<file path="src/design/pvr_pkg.sv">
// ----------------------------------------------------------------------------
// pvr_pkg
// Shared widths, reset values, register codes, config struct and beat type of the
// velocity regulator.
// ----------------------------------------------------------------------------
package pvr_pkg;

  localparam int unsigned ValueW = 32;
  localparam int unsigned GainW  = 24;
  localparam int unsigned LimitW = 31;
  localparam int unsigned ErrW   = 33;
  localparam int unsigned DiffW  = 34;
  localparam int unsigned AccW   = 34;
  localparam int unsigned CfgIdxW  = 2;
  localparam int unsigned CfgDataW = 31;
  localparam int unsigned FracBits = 16;

  localparam logic [GainW-1:0]  GainPReset = 24'd6554;
  localparam logic [GainW-1:0]  GainIReset = 24'd655;
  localparam logic [GainW-1:0]  GainDReset = 24'd0;
  localparam logic [LimitW-1:0] LimitReset = 31'd65536000;

  typedef enum logic [CfgIdxW-1:0] {
    REG_GAIN_P    = 2'd0,
    REG_GAIN_I    = 2'd1,
    REG_GAIN_D    = 2'd2,
    REG_INT_LIMIT = 2'd3
  } cfg_reg_t;

  typedef struct packed {
    logic [GainW-1:0]  kp;
    logic [GainW-1:0]  ki;
    logic [GainW-1:0]  kd;
    logic [LimitW-1:0] limit;
  } cfg_t;

  // Beat passed from the integrator to the multiply/accumulate section.
  typedef struct packed {
    logic signed [ErrW-1:0]   err;
    logic signed [DiffW-1:0]  diff;
    logic signed [ValueW-1:0] integ;
  } mid_beat_t;

endpackage

</file>
<file path="src/design/pvr_if.sv">
// ----------------------------------------------------------------------------
// pvr_in_if / pvr_out_if
// Valid/ready stream interfaces for sample beats and drive beats.
// ----------------------------------------------------------------------------
interface pvr_in_if;
  logic                                valid;
  logic                                ready;
  logic signed [pvr_pkg::ValueW-1:0]   target_value;
  logic signed [pvr_pkg::ValueW-1:0]   measured_value;
  logic                                integral_clear;
  logic                                integral_hold;

  modport source (output valid, target_value, measured_value, integral_clear,
                  integral_hold, input ready);
  modport sink   (input valid, target_value, measured_value, integral_clear,
                  integral_hold, output ready);
endinterface


</file>
<file path="src/design/pvr_integrator.sv">
// ----------------------------------------------------------------------------
// pvr_integrator
// Error register, then the clamped integral and the error difference.
// ----------------------------------------------------------------------------
module pvr_integrator (
  input  logic                               clk,
  input  logic                               rst_n,
  pvr_in_if.sink                             in_stream,
  input  logic [pvr_pkg::LimitW-1:0]         limit,
  output logic                               mid_valid,
  input  logic                               mid_ready,
  output pvr_pkg::mid_beat_t                 mid_beat
);

  logic                                  v1_r;
  logic signed [pvr_pkg::ErrW-1:0]       err1_r;
  logic                                  clear1_r;
  logic                                  hold1_r;
  logic                                  v2_r;
  pvr_pkg::mid_beat_t                    beat2_r;
  logic signed [pvr_pkg::ValueW-1:0]     integral_sum_r;
  logic signed [pvr_pkg::ErrW-1:0]       last_error_r;

  logic                                  en1;
  logic                                  en2;
  logic signed [pvr_pkg::ErrW-1:0]       err_nxt;
  logic signed [pvr_pkg::AccW-1:0]       acc;
  logic signed [pvr_pkg::AccW-1:0]       lim_pos;
  logic signed [pvr_pkg::AccW-1:0]       lim_neg;
  logic signed [pvr_pkg::ValueW-1:0]     integral_sum_nxt;
  logic signed [pvr_pkg::DiffW-1:0]      diff_nxt;

  assign en2 = !v2_r || mid_ready;
  assign en1 = !v1_r || en2;
  assign in_stream.ready = en1;

  assign err_nxt = $signed({in_stream.target_value[pvr_pkg::ValueW-1],
                            in_stream.target_value})
                 - $signed({in_stream.measured_value[pvr_pkg::ValueW-1],
                            in_stream.measured_value});

  always_comb begin
    lim_pos = $signed({3'b000, limit});
    lim_neg = -lim_pos;
    acc = {{(pvr_pkg::AccW-pvr_pkg::ValueW){integral_sum_r[pvr_pkg::ValueW-1]}},
           integral_sum_r};
    if (!hold1_r) begin
      acc = acc + {err1_r[pvr_pkg::ErrW-1], err1_r};
    end
    if (clear1_r) begin
      acc = '0;
    end
    if (acc > lim_pos) begin
      acc = lim_pos;
    end else if (acc < lim_neg) begin
      acc = lim_neg;
    end
    // The clamp keeps the sum inside 32 bits.
    integral_sum_nxt = acc[pvr_pkg::ValueW-1:0];
    diff_nxt = {err1_r[pvr_pkg::ErrW-1], err1_r}
             - {last_error_r[pvr_pkg::ErrW-1], last_error_r};
  end

  always_ff @(posedge clk) begin
    if (!rst_n) begin
      v1_r <= 1'b0;
      v2_r <= 1'b0;
      integral_sum_r <= '0;
      last_error_r <= '0;
    end else begin
      if (en1) begin
        v1_r <= in_stream.valid;
      end
      if (en2) begin
        v2_r <= v1_r;
        if (v1_r) begin
          integral_sum_r <= integral_sum_nxt;
          last_error_r <= err1_r;
        end
      end
    end
  end

  always_ff @(posedge clk) begin
    if (en1 && in_stream.valid) begin
      err1_r <= err_nxt;
      clear1_r <= in_stream.integral_clear;
      hold1_r <= in_stream.integral_hold;
    end
    if (en2 && v1_r) begin
      beat2_r.err <= err1_r;
      beat2_r.diff <= diff_nxt;
      beat2_r.integ <= integral_sum_nxt;
    end
  end

  assign mid_valid = v2_r;
  assign mid_beat = beat2_r;

endmodule

</file>
<file path="src/flat_wrapper.sv">
// flat-port wrapper written by rule: the top's interface ports become plain ports
module pvr_integrator_flat 
  (clk, rst_n, limit, mid_valid, mid_ready, mid_beat, in_stream_valid, in_stream_target_value, in_stream_measured_value, in_stream_integral_clear, in_stream_integral_hold, in_stream_ready);
  pvr_in_if in_stream_i ();
  input  logic clk;
  input  logic rst_n;
  input  logic [pvr_pkg::LimitW-1:0] limit;
  output logic mid_valid;
  input  logic mid_ready;
  output pvr_pkg::mid_beat_t mid_beat;
  input wire logic [$bits(in_stream_i.valid)-1:0] in_stream_valid;
  input wire logic [$bits(in_stream_i.target_value)-1:0] in_stream_target_value;
  input wire logic [$bits(in_stream_i.measured_value)-1:0] in_stream_measured_value;
  input wire logic [$bits(in_stream_i.integral_clear)-1:0] in_stream_integral_clear;
  input wire logic [$bits(in_stream_i.integral_hold)-1:0] in_stream_integral_hold;
  output wire logic [$bits(in_stream_i.ready)-1:0] in_stream_ready;
  assign in_stream_i.valid = in_stream_valid;
  assign in_stream_i.target_value = in_stream_target_value;
  assign in_stream_i.measured_value = in_stream_measured_value;
  assign in_stream_i.integral_clear = in_stream_integral_clear;
  assign in_stream_i.integral_hold = in_stream_integral_hold;
  assign in_stream_ready = in_stream_i.ready;
  pvr_integrator u_core (.clk(clk), .rst_n(rst_n), .in_stream(in_stream_i), .limit(limit), .mid_valid(mid_valid), .mid_ready(mid_ready), .mid_beat(mid_beat));
endmodule
</file>
<file path="config.mk">
export PLATFORM = sky130hd
export DESIGN_NAME = pvr_integrator_flat
export DESIGN_NICKNAME = d
export VERILOG_FILES = /design/src/design/pvr_pkg.sv /design/src/design/pvr_if.sv /design/src/design/pvr_integrator.sv /design/src/flat_wrapper.sv
export SDC_FILE = /design/constraint.sdc
export NUM_CORES = 1
export LEC_CHECK = 0
export ABC_AREA = 0
export BUFFER_PORTS_ARGS = -buffer_cell sky130_fd_sc_hd__buf_2
export CORE_ASPECT_RATIO = 1.1
export CORE_MARGIN = 10
export CORE_UTILIZATION = 40
export CTS_BUF_LIST = sky130_fd_sc_hd__clkbuf_8
export DETAILED_ROUTE_END_ITERATION = 7
export GPL_ROUTABILITY_DRIVEN = 1
export SLEW_MARGIN = 10
export SYNTH_ARGS = -nofsm -noshare
export SYNTH_HDL_FRONTEND = slang
export SYNTH_SLANG_ARGS = --single-unit
</file>
<file path="constraint.sdc">
create_clock -name clk -period 7.35 [get_ports clk]
set_input_delay 0.3675 -clock clk [delete_from_list [all_inputs] [get_ports clk]]
set_output_delay 0.3675 -clock clk [all_outputs]
set_load 0.02 [all_outputs]
</file>
==> metrics.md, run 1 <==
| Metric | Value |
|---|---|
| DP HPWL | 38,000 um |
| DRT Pass-1 Iters | 5 |
| Utilization after layout | 46.9% |
| Postcts setup bufs | 0 |
| Post-synth EDFFs | 134 |
| CTS Buf Count | 39 |
| Library cells used by synthesis | 73 |
| Final Critical Period | 5.93 ns |
| H-tree depth | 2 |
| YS warnings | 0 |
| WL/cell | 20.0 um |
| Slowest stage delay, CP | 0.53 ns |
| Critical path endpoint category | register |
| Post-synth top area share | 26.4% |
| Status | finished, final reports clean |
| # diodes | 0 |
| Area of the core | 37,400 um2 |
| Power Dens Cells | 231 nW/um2 |
| Reg area | 5370 um2 |
| Leak | 7.56 nW |
| Final Max Tran Viols | 0 |
| Die H | 225 um |
| Internal power | 2.53 mW |
| Synth-to-Final Area Change | 15.1% |
| Worst Hold Slack | 0.0837 ns |
| CTS tree | built |
| I/O Pins | 202 |
| RePlAce Congestion | 0.973 |
| Final period util | 80.7% |
| Global-route wire length before repair | 75,700 um |
| Vias in the first global route | 13.7k |
| Largest cells by area after synthesis | edfxtp_1 26%, ha_1 13%, dfxtp_1 8.8%, a21oi_1 5.8%, nand2_1 4.8% |
| CTS clk-pin slew, worst paths | 0.05 ns |
| Final Skew | 0.0304 ns |
| Ys flop type | edfxtp_1 |
| Clock Latency Late Sink | 0.57 ns |
| Slowest CP cell | o21ai_0 |
| Clock sink count | 201 |
| Comb power frac | 36.6% |
| Drt drc | 0 |
| DIE WIDTH | 206 um |
| Vias | 14.0k |
| P_sw | 1.52 mW |
| Num rows | 74 |
| Post-route cell area | 17,500 um2 |
| Synth area leader | edfxtp_1 |
| Final layout net count | 2,211 |
| Number of gates resized after CTS | 0 |
| Starting Density | 40.7% |
| Die Area | 46,300 um2 |
| Syn Nets | 2,012 |
| Worst slew pin tran | 1.09 ns |
| Initial drt markers | 1,026 |
| Setup Total Neg Slack | 0 ns |
| Inst Count DP | 2,395 |
| RSZ-0062 raised after global routing | false |
| Avg Cell Area, Syn | 8.73 um2 |
| Buffers on Ports | 201 |
| CTS max path bufs | 3 |
| VDD IR max | 0.000138 V |
| Synth Cell Area | 15,200 um2 |
| Worst EP required | 7.64 ns |
| Clock group share of total power | 26.8% |
| Fin. Hold Viols | 0 |
| CP max FO | 15 |
| Post-DR vias/cell | 5.68 |
| Hold crit path type | input port to register |
| Worst setup path class | register to register |
| CP top delay family | compound AO/OA/AOI/OAI gates |
| Root Driver | clkbuf_8 |
| Register bit total from synthesis | 201 |
| Max-cap viol count | 0 |
| Startpoint types | register |
| Part of the Yosys area used for sequential elements | 35.2% |
| Placed inst area | 16,800 um2 |
| Hold_buf cts | 2 |
| Fin worst setup slack | 1.42 ns |
| Area occupied by multi-input gates | 9080 um2 |
| Total track usage | 20.6% |
| Post-route ant nets | 0 |
| Seq pwr share | 36.6% |
| Fin cells | 2,467 |
| Routed WL | 49,400 um |
| Final Setup Violations | 0 |
| Pwr Total | 4.05 mW |
| Fmax | 169 MHz |
| Gr ovfl total | 0 |
| Layout cell share with drive strength beyond 1 | 15.0% |
| Worst path buffer plus inverter count | 1 |
| Largest net degree at the start of global routing | 73 |
| Switching Fraction | 37.5% |
| Slew headroom | 26.4% |
| Crit-path cells | ha_1 -> a21oi_1 -> o21ai_0 -> a211oi_1 -> nand3_1 -> o21ai_0 -> or4_1 -> a31oi_1 -> ha_1 -> a211o_1 -> a31oi_1 -> o211ai_1 -> a22o_1 -> nor2_4 -> buf_4 -> and4b_1 -> o31ai_1 -> nand2_1 |
| Layout filler cell count | 3,686 |
| Dpl ws | 1.52 ns |
| Post-Synthesis Cells | 1,745 |
| Critical path arrival | 6.22 ns |
| Asr flop ratio synth | 0% |
| Initial antenna violation count | 1 |
-- cell usage after synthesis, types with 8 or more instances --
cell type / number
nand2_1: 194
a21oi_1: 176
ha_1: 163
inv_1: 137
edfxtp_1: 134
o21ai_0: 99
nor2_1: 96
nand3_1: 71
dfxtp_1: 67
xnor2_1: 67
a21o_1: 44
clkbuf_1: 43
nor3_1: 41
xor2_1: 30
nand4_1: 28
and3_1: 25
mux2i_1: 23
a211oi_1: 21
o211ai_1: 21
nand2b_1: 19
o21a_1: 18
a221oi_1: 14
a31oi_1: 14
and2_1: 14
nor2b_1: 14
buf_2: 12
o31ai_1: 12
a211o_1: 10
or4_1: 9
a311oi_1: 8
nor4_1: 8
or3_1: 8
-- worst register-to-register path: stages, from the launching register on --
cell and delay [ns]:
edfxtp_1 0.45, ha_1 0.48, a21oi_1 0.15, o21ai_0 0.53, a211oi_1 0.19, nand3_1 0.24
o21ai_0 0.22, or4_1 0.51, a31oi_1 0.36, ha_1 0.34, a211o_1 0.31, a31oi_1 0.14
o211ai_1 0.11, a22o_1 0.48, nor2_4 0.19, buf_4 0.26, and4b_1 0.23, o31ai_1 0.38
nand2_1 0.11
-- routing by layer --
metal	vias up	global-route usage (%)	routed length (um)
met4	0	7.14	1490
li1	6842	-	-
met1	6644	25.4	20500
met3	83	2.82	3080
met2	438	35.8	24300
met5	-	0	0
-- sequential cells by signal, indices dropped and copies added, names as in the netlist --
signal and cells:
u_core.clear1_r 1, u_core.err1_r 33, u_core.hold1_r 1, u_core.integral_sum_r 32, u_core.last_error_r 33, u_core.mid_beat 99, u_core.mid_valid 1, u_core.v1_r 1
-- kinds of logic (layout without fill, tap and decap cells) --
family	Yosys count	in the layout	synth area share, %
DFF	201	201	35.2
AOI/OAI and AO/OA	506	506	21.3
adders and majority gates	166	166	13.8
xor gates and xnor gates	97	97	5.58
muxes	29	29	1.95
buffers and inverters	204	432	5.35
and+or+nand+nor	542	542	16.8
-- power groups by stage --
stage	registers (mW)	clock network [mW]	logic, mW
finish	1.48	1.09	1.48
global route	1.49	1.17	1.65
CTS	1.49	1.12	1.48
detailed placement	1.51	0	1.46
global placement	1.51	0	1.45
floorplan	1.54	0	0.997
-- cell usage in the layout (no fill, tap or decap), types with 18 or more instances in the layout --
cell      netlist  layout
a211oi_1       21      21
a21o_1         44      44
a21oi_1       176     176
and3_1         25      25
buf_2          12     201
buf_4           1      20
clkbuf_8        0      44
dfxtp_1        67      67
edfxtp_1      134     134
ha_1          163     163
inv_1         137     149
mux2i_1        23      23
nand2_1       194     194
nand2b_1       19      18
nand3_1        71      71
nand4_1        28      28
nor2_1         96      95
nor3_1         41      41
o211ai_1       21      21
o21a_1         18      18
o21ai_0        99      99
xnor2_1        67      67
xor2_1         30      30
-- cell type report --
class | instances | area share, %
multi-input cells | 1340 | 51.8
clock inverters | 26 | 0.799
flip-flops and latches | 201 | 30.6
clock buffers | 44 | 3.45
inverters | 138 | 2.98
well taps | 494 | 3.53
repair buffers | 224 | 6.82
-- worst paths after layout --
| check | startpoint | end | slack (ns) | cells after the start |
|---|---|---|---|---|
| worst max-delay path | u_core.err1_r[13]$_DFFE_PP_ | u_core.mid_beat[27]$_DFFE_PP_ | 1.42 | 18 |
| worst min-delay path | in_stream_valid | u_core.v1_r$_SDFFE_PN0N_ | 0.08 | 3 |
| worst max register to register | u_core.err1_r[13]$_DFFE_PP_ | u_core.mid_beat[27]$_DFFE_PP_ | 1.42 | 18 |
| worst min register to register | u_core.last_error_r[18]$_SDFFE_PN0P_ | u_core.last_error_r[18]$_SDFFE_PN0P_ | 0.45 | 2 |
Note: power is estimated with default switching activity, not from simulation.
==> run 2, diff against run 1 <==
==> constraint.sdc (replaced) <==
create_clock -name clk -period 4.9 [get_ports clk]
set_input_delay 0.245 -clock clk [delete_from_list [all_inputs] [get_ports clk]]
set_output_delay 0.245 -clock clk [all_outputs]
set_load 0.02 [all_outputs]
==> run 2 against run 1 <==
Effect of this change: critical path depth up 3; routed wire length rose by 5.7%; flip-flop and latch count stayed put; non-clock buffer count rose by 186; hold slack got worse by 0.023 ns; cell area grew 12%; count of clock-buffer cells in the layout is 4 lower; maximum frequency grew 24%; die area unchanged; largest power group is now combinational logic; highest routed layer unchanged.
==> metrics.md, run 2 (synthesis results as in run 1) <==
| Metric | Value |
|---|---|
| Status | finished, final reports clean |
| Setup Total Neg Slack | 0 ns |
| Gr ovfl total | 0 |
| Post-route ant nets | 0 |
| Critical path startpoint | u_core.integral_sum_r[19]$_SDFFE_PN0P_ |
| Global-route wire length before repair | 78,100 um |
| Slew headroom | 27.1% |
| Synth-to-Final Area Change | 29.4% |
| Worst EP required | 5.20 ns |
| VDD IR max | 0.000180 V |
| Critical path arrival | 5.10 ns |
| Power Dens Cells | 338 nW/um2 |
| Fin. Hold Viols | 0 |
| Die H | 225 um |
| Max reg flops | 99 |
| WL/cell | 19.7 um |
| CTS clk-pin slew, worst paths | 0.07 ns |
| Routed WL | 52,200 um |
| CTS tree | built |
| Clock sink count | 201 |
| DIE WIDTH | 206 um |
| FF-to-FF setup slack | 0.10 ns |
| Fmax | 208 MHz |
| Vias | 14.7k |
| R2R cell count | 21 |
| RSZ-0062 raised after global routing | true |
| Worst setup path class | register to register |
| Layout cell share with drive strength beyond 1 | 25.8% |
| Largest net degree at the start of global routing | 85 |
| Leak | 8.59 nW |
| RePlAce Congestion | 0.985 |
| Worst setup path endpoint | u_core.mid_beat[3]$_DFFE_PP_ |
| Max-cap viol count | 0 |
| DP HPWL | 39,400 um |
| Buffers on Ports | 201 |
| Critical path endpoint category | register |
| # diodes | 0 |
| Worst reg2reg endpoint | u_core.mid_beat[3]$_DFFE_PP_ |
| Drt drc | 0 |
| Worst slew pin tran | 1.09 ns |
| CTS max path bufs | 3 |
| Final period util | 97.9% |
| Startpoint types | register |
| Total track usage | 21.1% |
| Final layout net count | 2,395 |
| Post-DR vias/cell | 5.56 |
| Final Critical Period | 4.80 ns |
| R2r startpoint | u_core.integral_sum_r[19]$_SDFFE_PN0P_ |
| Num rows | 74 |
| Pwr Total | 6.66 mW |
| Final Max Tran Viols | 0 |
| Initial drt markers | 899 |
| Commonest non-fill, non-tap cell in the layout | buf_2 |
| Area of the core | 37,400 um2 |
| Final Skew | 0.0387 ns |
| CTS Buf Count | 37 |
| Die Area | 46,300 um2 |
| I/O Pins | 202 |
| Clock Latency Late Sink | 0.58 ns |
| Vias in the first global route | 14.4k |
| CP max FO | 8 |
| H-tree depth | 2 |
| Initial antenna violation count | 0 |
| Hold crit path type | input port to register |
| DRT Pass-1 Iters | 5 |
| Commonest non-fill, non-tap cells in the layout | 201 x buf_2, 190 x nand2_1, 174 x buf_4 |
| Hold-critical path depth | 2 |
| Final Setup Violations | 0 |
| Root Driver | clkbuf_8 |
| Starting Density | 40.7% |
-- run 2: changes by cell type in the layout (fill, tap and decap cells not counted), moves of 8 or more --
cell           change
a21oi_1           -12
a21oi_2           +10
buf_4            +154
buf_6             +10
dlygate4sd3_1     +10
ha_1              -19
ha_2               +8
ha_4              +11
o21ai_0           -19
o21ai_1           +11
o21ai_2            +8
-- run 2: power breakdown --
part | switching, mW | total, mW | leakage, nW | internal (mW)
clock | 0.763 | 1.63 | 0.403 | 0.866
combinational | 1.58 | 2.82 | 6.36 | 1.24
sequential | 0.130 | 2.21 | 1.82 | 2.08
total | 2.48 | 6.66 | 8.59 | 4.18
-- run 2: final cells by class --
class / count / area [um2]
Clock buffer: 40 / 551
Clock inverter: 26 / 174
Fill cell: 3514 / 17700
Inverter: 138 / 523
Multi-Input combinational cell: 1340 / 9660
Sequential cell: 201 / 5370
Tap cell: 494 / 618
Timing Repair Buffer: 410 / 2830
-- run 2: through the flow --
step                      cell area (um2)  utilization (%)  worst slack (ns)  hold WS (ns)  std cells
after floorplan                     15200                -            0.0489         0.344       1745
after global placement              17900             47.9           -0.0913         0.425       2543
after detailed placement            17900             47.9            -0.131         0.423       2543
after CTS                           18800             50.4         0.0000431        0.0252       2622
after global routing                19700             52.7            -0.107        0.0649       2649
final                               19700             52.7             0.101        0.0611       2649
-- run 2: timing repair --
item,CTS,global route
hold buffers,12,0
resized for setup,19,118
hold endpoints to repair,13,0
cloned,0,6
endpoints found under the setup margin,48,64
setup buffers,1,23
pin swaps,8,47
-- run 2: how the worst min path moves through the flow --
stage                                                   endpoint                     start  slack (ns)
after floorplan                        u_core.clear1_r$_DFFE_PP_  in_stream_integral_clear        0.34
after global placement                 u_core.clear1_r$_DFFE_PP_  in_stream_integral_clear        0.42
after detailed placement               u_core.clear1_r$_DFFE_PP_  in_stream_integral_clear        0.42
after CTS                 u_core.integral_sum_r[23]$_SDFFE_PN0P_                 limit[23]        0.03
after global routing               u_core.mid_beat[30]$_DFFE_PP_                 limit[30]        0.06
final                              u_core.mid_beat[30]$_DFFE_PP_                 limit[30]        0.06
-- run 2: layer usage --
metal / up-vias / part of all wire [%] / global-route usage [%]
met2: 414 / 50 / 37.1
met3: 115 / 5.0 / 2.72
met5: - / 0 / 0
met4: 0 / 3.5 / 7.84
met1: 7016 / 42 / 25.8
li1: 7188 / - / -
-- run 2: worst max-delay path: stages (launching register included) --
cell and delay, ns:
dfxtp_1 0.52, ha_4 0.28, a21oi_1 0.17, o21ai_1 0.12, buf_4 0.15, a211oi_1 0.31, nand3_4 0.12, buf_4 0.16
o221a_2 0.26, a311oi_4 0.37, inv_1 0.09, ha_1 0.32, nand4_1 0.12, nor2_2 0.16, buf_6 0.13, o2111a_2 0.27
nor2_4 0.06, buf_12 0.14, buf_12 0.15, buf_12 0.13, o21ai_0 0.33, a21oi_1 0.12
==> run 3, diff against run 2 <==
==> constraint.sdc (replaced) <==
create_clock -name clk -period 3.94 [get_ports clk]
set_input_delay 0.197 -clock clk [delete_from_list [all_inputs] [get_ports clk]]
set_output_delay 0.197 -clock clk [all_outputs]
set_load 0.02 [all_outputs]
==> run 3 against run 2 <==
Effect of this change: the flow now finishes with violations (setup timing); setup slack got worse by 0.85 ns; sequential share of layout area decreased by 2.8 points; power increased by 35%; maximum frequency increased by 2.4%; combinational power increased by 49%; flip-flop and latch count unchanged; first-iteration DRC count increased by 12%; count of clock-buffer cells in the layout increased by 4; sequential power increased by 24%; largest cell class unchanged.
==> metrics.md, run 3 (synthesis results as in run 1) <==
| Metric | Value |
|---|---|
| Total track usage | 22.3% |
| Post-DR vias/cell | 5.44 |
| CP most frequent cell | buf_4 |
| Root Driver | clkbuf_8 |
| Initial antenna violation count | 0 |
| Final Critical Period | 4.68 ns |
| Leak | 9.70 nW |
| Clock sink count | 201 |
| Initial drt markers | 1,005 |
| Inst Count DP | 2,713 |
| Max-cap viol count | 0 |
| # diodes | 0 |
| Largest net degree at the start of global routing | 97 |
| Reg area | 5370 um2 |
| DRT Pass-1 Iters | 5 |
| Fin cells | 2,833 |
| Power Dens Cells | 409 nW/um2 |
| R2r startpoint | u_core.err1_r[0]$_DFFE_PP_ |
| VDD IR max | 0.000275 V |
| Utilization after layout | 58.6% |
| Drt drc | 0 |
| CP max FO | 9 |
| Critical path arrival | 5.15 ns |
| Slew headroom | 44.7% |
| CTS max path bufs | 3 |
| Commonest non-fill, non-tap cell in the layout | buf_4 |
| Startpoint types | register |
| Layout filler cell count | 3,362 |
| Final Setup Violations | 64 |
| Routed WL | 54,200 um |
| Post-route ant nets | 0 |
| Global-route wire length before repair | 82,400 um |
| Setup Total Neg Slack | -41.86 ns |
| Final period util | 119% |
| WL/cell | 19.1 um |
| Critical path endpoint category | register |
| Worst setup path class | register to register |
| DIE WIDTH | 206 um |
| Hold crit path type | input port to register |
| Final Max Tran Viols | 0 |
| Area of the core | 37,400 um2 |
| RSZ-0062 raised after global routing | true |
| Placed inst area | 19,500 um2 |
| Post-route cell area | 21,900 um2 |
| Worst slew pin tran | 0.827 ns |
| Buffers on Ports | 201 |
| Violated checks | setup timing |
| Slowest CP cell | or4_4 |
| Final Skew | 0.0292 ns |
| Fin. Hold Viols | 0 |
| CTS clk-pin slew, worst paths | 0.06 ns |
| H-tree depth | 2 |
| DP HPWL | 41,500 um |
| Clock Latency Late Sink | 0.57 ns |
| Layout cell share with drive strength beyond 1 | 35.8% |
| Hold Path Origin | limit[22] |
| CTS Buf Count | 39 |
| Gr ovfl total | 0 |
| Die H | 225 um |
| Worst Hold Slack | 0.0300 ns |
| Worst EP required | 4.41 ns |
| Vias | 15.4k |
| Synth-to-Final Area Change | 44.0% |
| Die Area | 46,300 um2 |
| I/O Pins | 202 |
| Critical path startpoint | u_core.err1_r[0]$_DFFE_PP_ |
| Num rows | 74 |
| CTS tree | built |
| Vias in the first global route | 15.4k |
| RePlAce Congestion | 0.982 |
| Area occupied by multi-input gates | 10,300 um2 |
| Crit-path cells | ha_4 -> fa_2 -> a211oi_2 -> o211ai_1 -> buf_4 -> nand2_2 -> o211ai_1 -> xor2_1 -> a22oi_2 -> inv_2 -> ha_4 -> and3_4 -> nand4_1 -> buf_4 -> or4_4 -> o221ai_4 -> a31o_4 -> buf_12 -> buf_4 -> buf_8 -> nor3_4 -> a311oi_2 |
| Fin worst setup slack | -0.745 ns |
| Status | finished with violations |
| Fmax | 213 MHz |
| Slowest stage delay, CP | 0.55 ns |
| Max reg flops | 99 |
| Commonest non-fill, non-tap cells in the layout | 332 x buf_4, 201 x buf_2, 178 x nand2_1 |
| Final layout net count | 2,576 |
| Starting Density | 40.7% |
[run 3: cell types whose count changed in the layout (fill, tap and decap cells not counted), sizes merged, moves of 2 or more]
cell,before,now
buf,393,576
clkbuf,45,47
clkinv,11,13
dlygate4sd3,12,10
[run 3: per-layer routing]
| metal | global-route usage, % | share of wire (%) | vias to the layer above |
|---|---|---|---|
| met3 | 3.13 | 4.2 | 98 |
| met4 | 6.95 | 2.9 | 0 |
| met1 | 26.4 | 42 | 7382 |
| li1 | - | - | 7561 |
| met2 | 40.5 | 51 | 361 |
| met5 | 0 | 0 | - |
[run 3: final cells by class]
cell class              instances  share of cell area [%]
flip-flops and latches        201                    24.5
clock buffers                  44                    2.76
inverters                     138                    2.42
repair buffers                589                    19.7
multi-input cells            1340                    47.2
well taps                     494                    2.82
clock inverters                27                   0.679
[run 3: repair_timing]
item                                   4_1_cts  5_1_grt
pin swaps                                   75       31
setup buffers                               20       17
setup endpoints to repair                   64       64
endpoints found under the hold margin        9        0
gates cloned                                 6        3
gates resized for setup                    187       71
hold buffers                                10        0
[run 3: worst max-delay path, delay by kind of cell (launching register included)]
kind            cells  cell delay [ns]
xor+xnor            1             0.18
compound gates      7             1.26
flops               1             0.43
fa+ha+maj           3             0.84
buf+inv             6             0.88
simple gates        5             0.97
[run 3: where the power goes]
| group | total [mW] | internal, mW | switching (mW) |
|---|---|---|---|
| Clock | 2.06 | 1.10 | 0.961 |
| Combinational | 4.19 | 1.98 | 2.21 |
| Sequential | 2.73 | 2.58 | 0.148 |
| Total | 8.98 | 5.66 | 3.32 |
[run 3: path summary, 6_finish.rpt]
check                                                end  slack [ns]  cells past startpoint
setup reg to reg  u_core.integral_sum_r[21]$_SDFFE_PN0P_       -0.74                     22
hold / removal    u_core.integral_sum_r[22]$_SDFFE_PN0P_        0.03                      3
hold reg to reg     u_core.last_error_r[11]$_SDFFE_PN0P_        0.45                      2
setup / recovery  u_core.integral_sum_r[21]$_SDFFE_PN0P_       -0.74                     22
[run 3: stage by stage]
| step | power (mW) | setup slack, ns |
|---|---|---|
| 2_1_floorplan | 4.84 | -0.454 |
| 6_report | 8.98 | -0.745 |
| 3_5_place_dp | 6.30 | -1.09 |
| 3_3_place_gp | 6.26 | -1.08 |
| 4_1_cts | 8.82 | -0.700 |
| 5_1_grt | 9.49 | -0.935 |
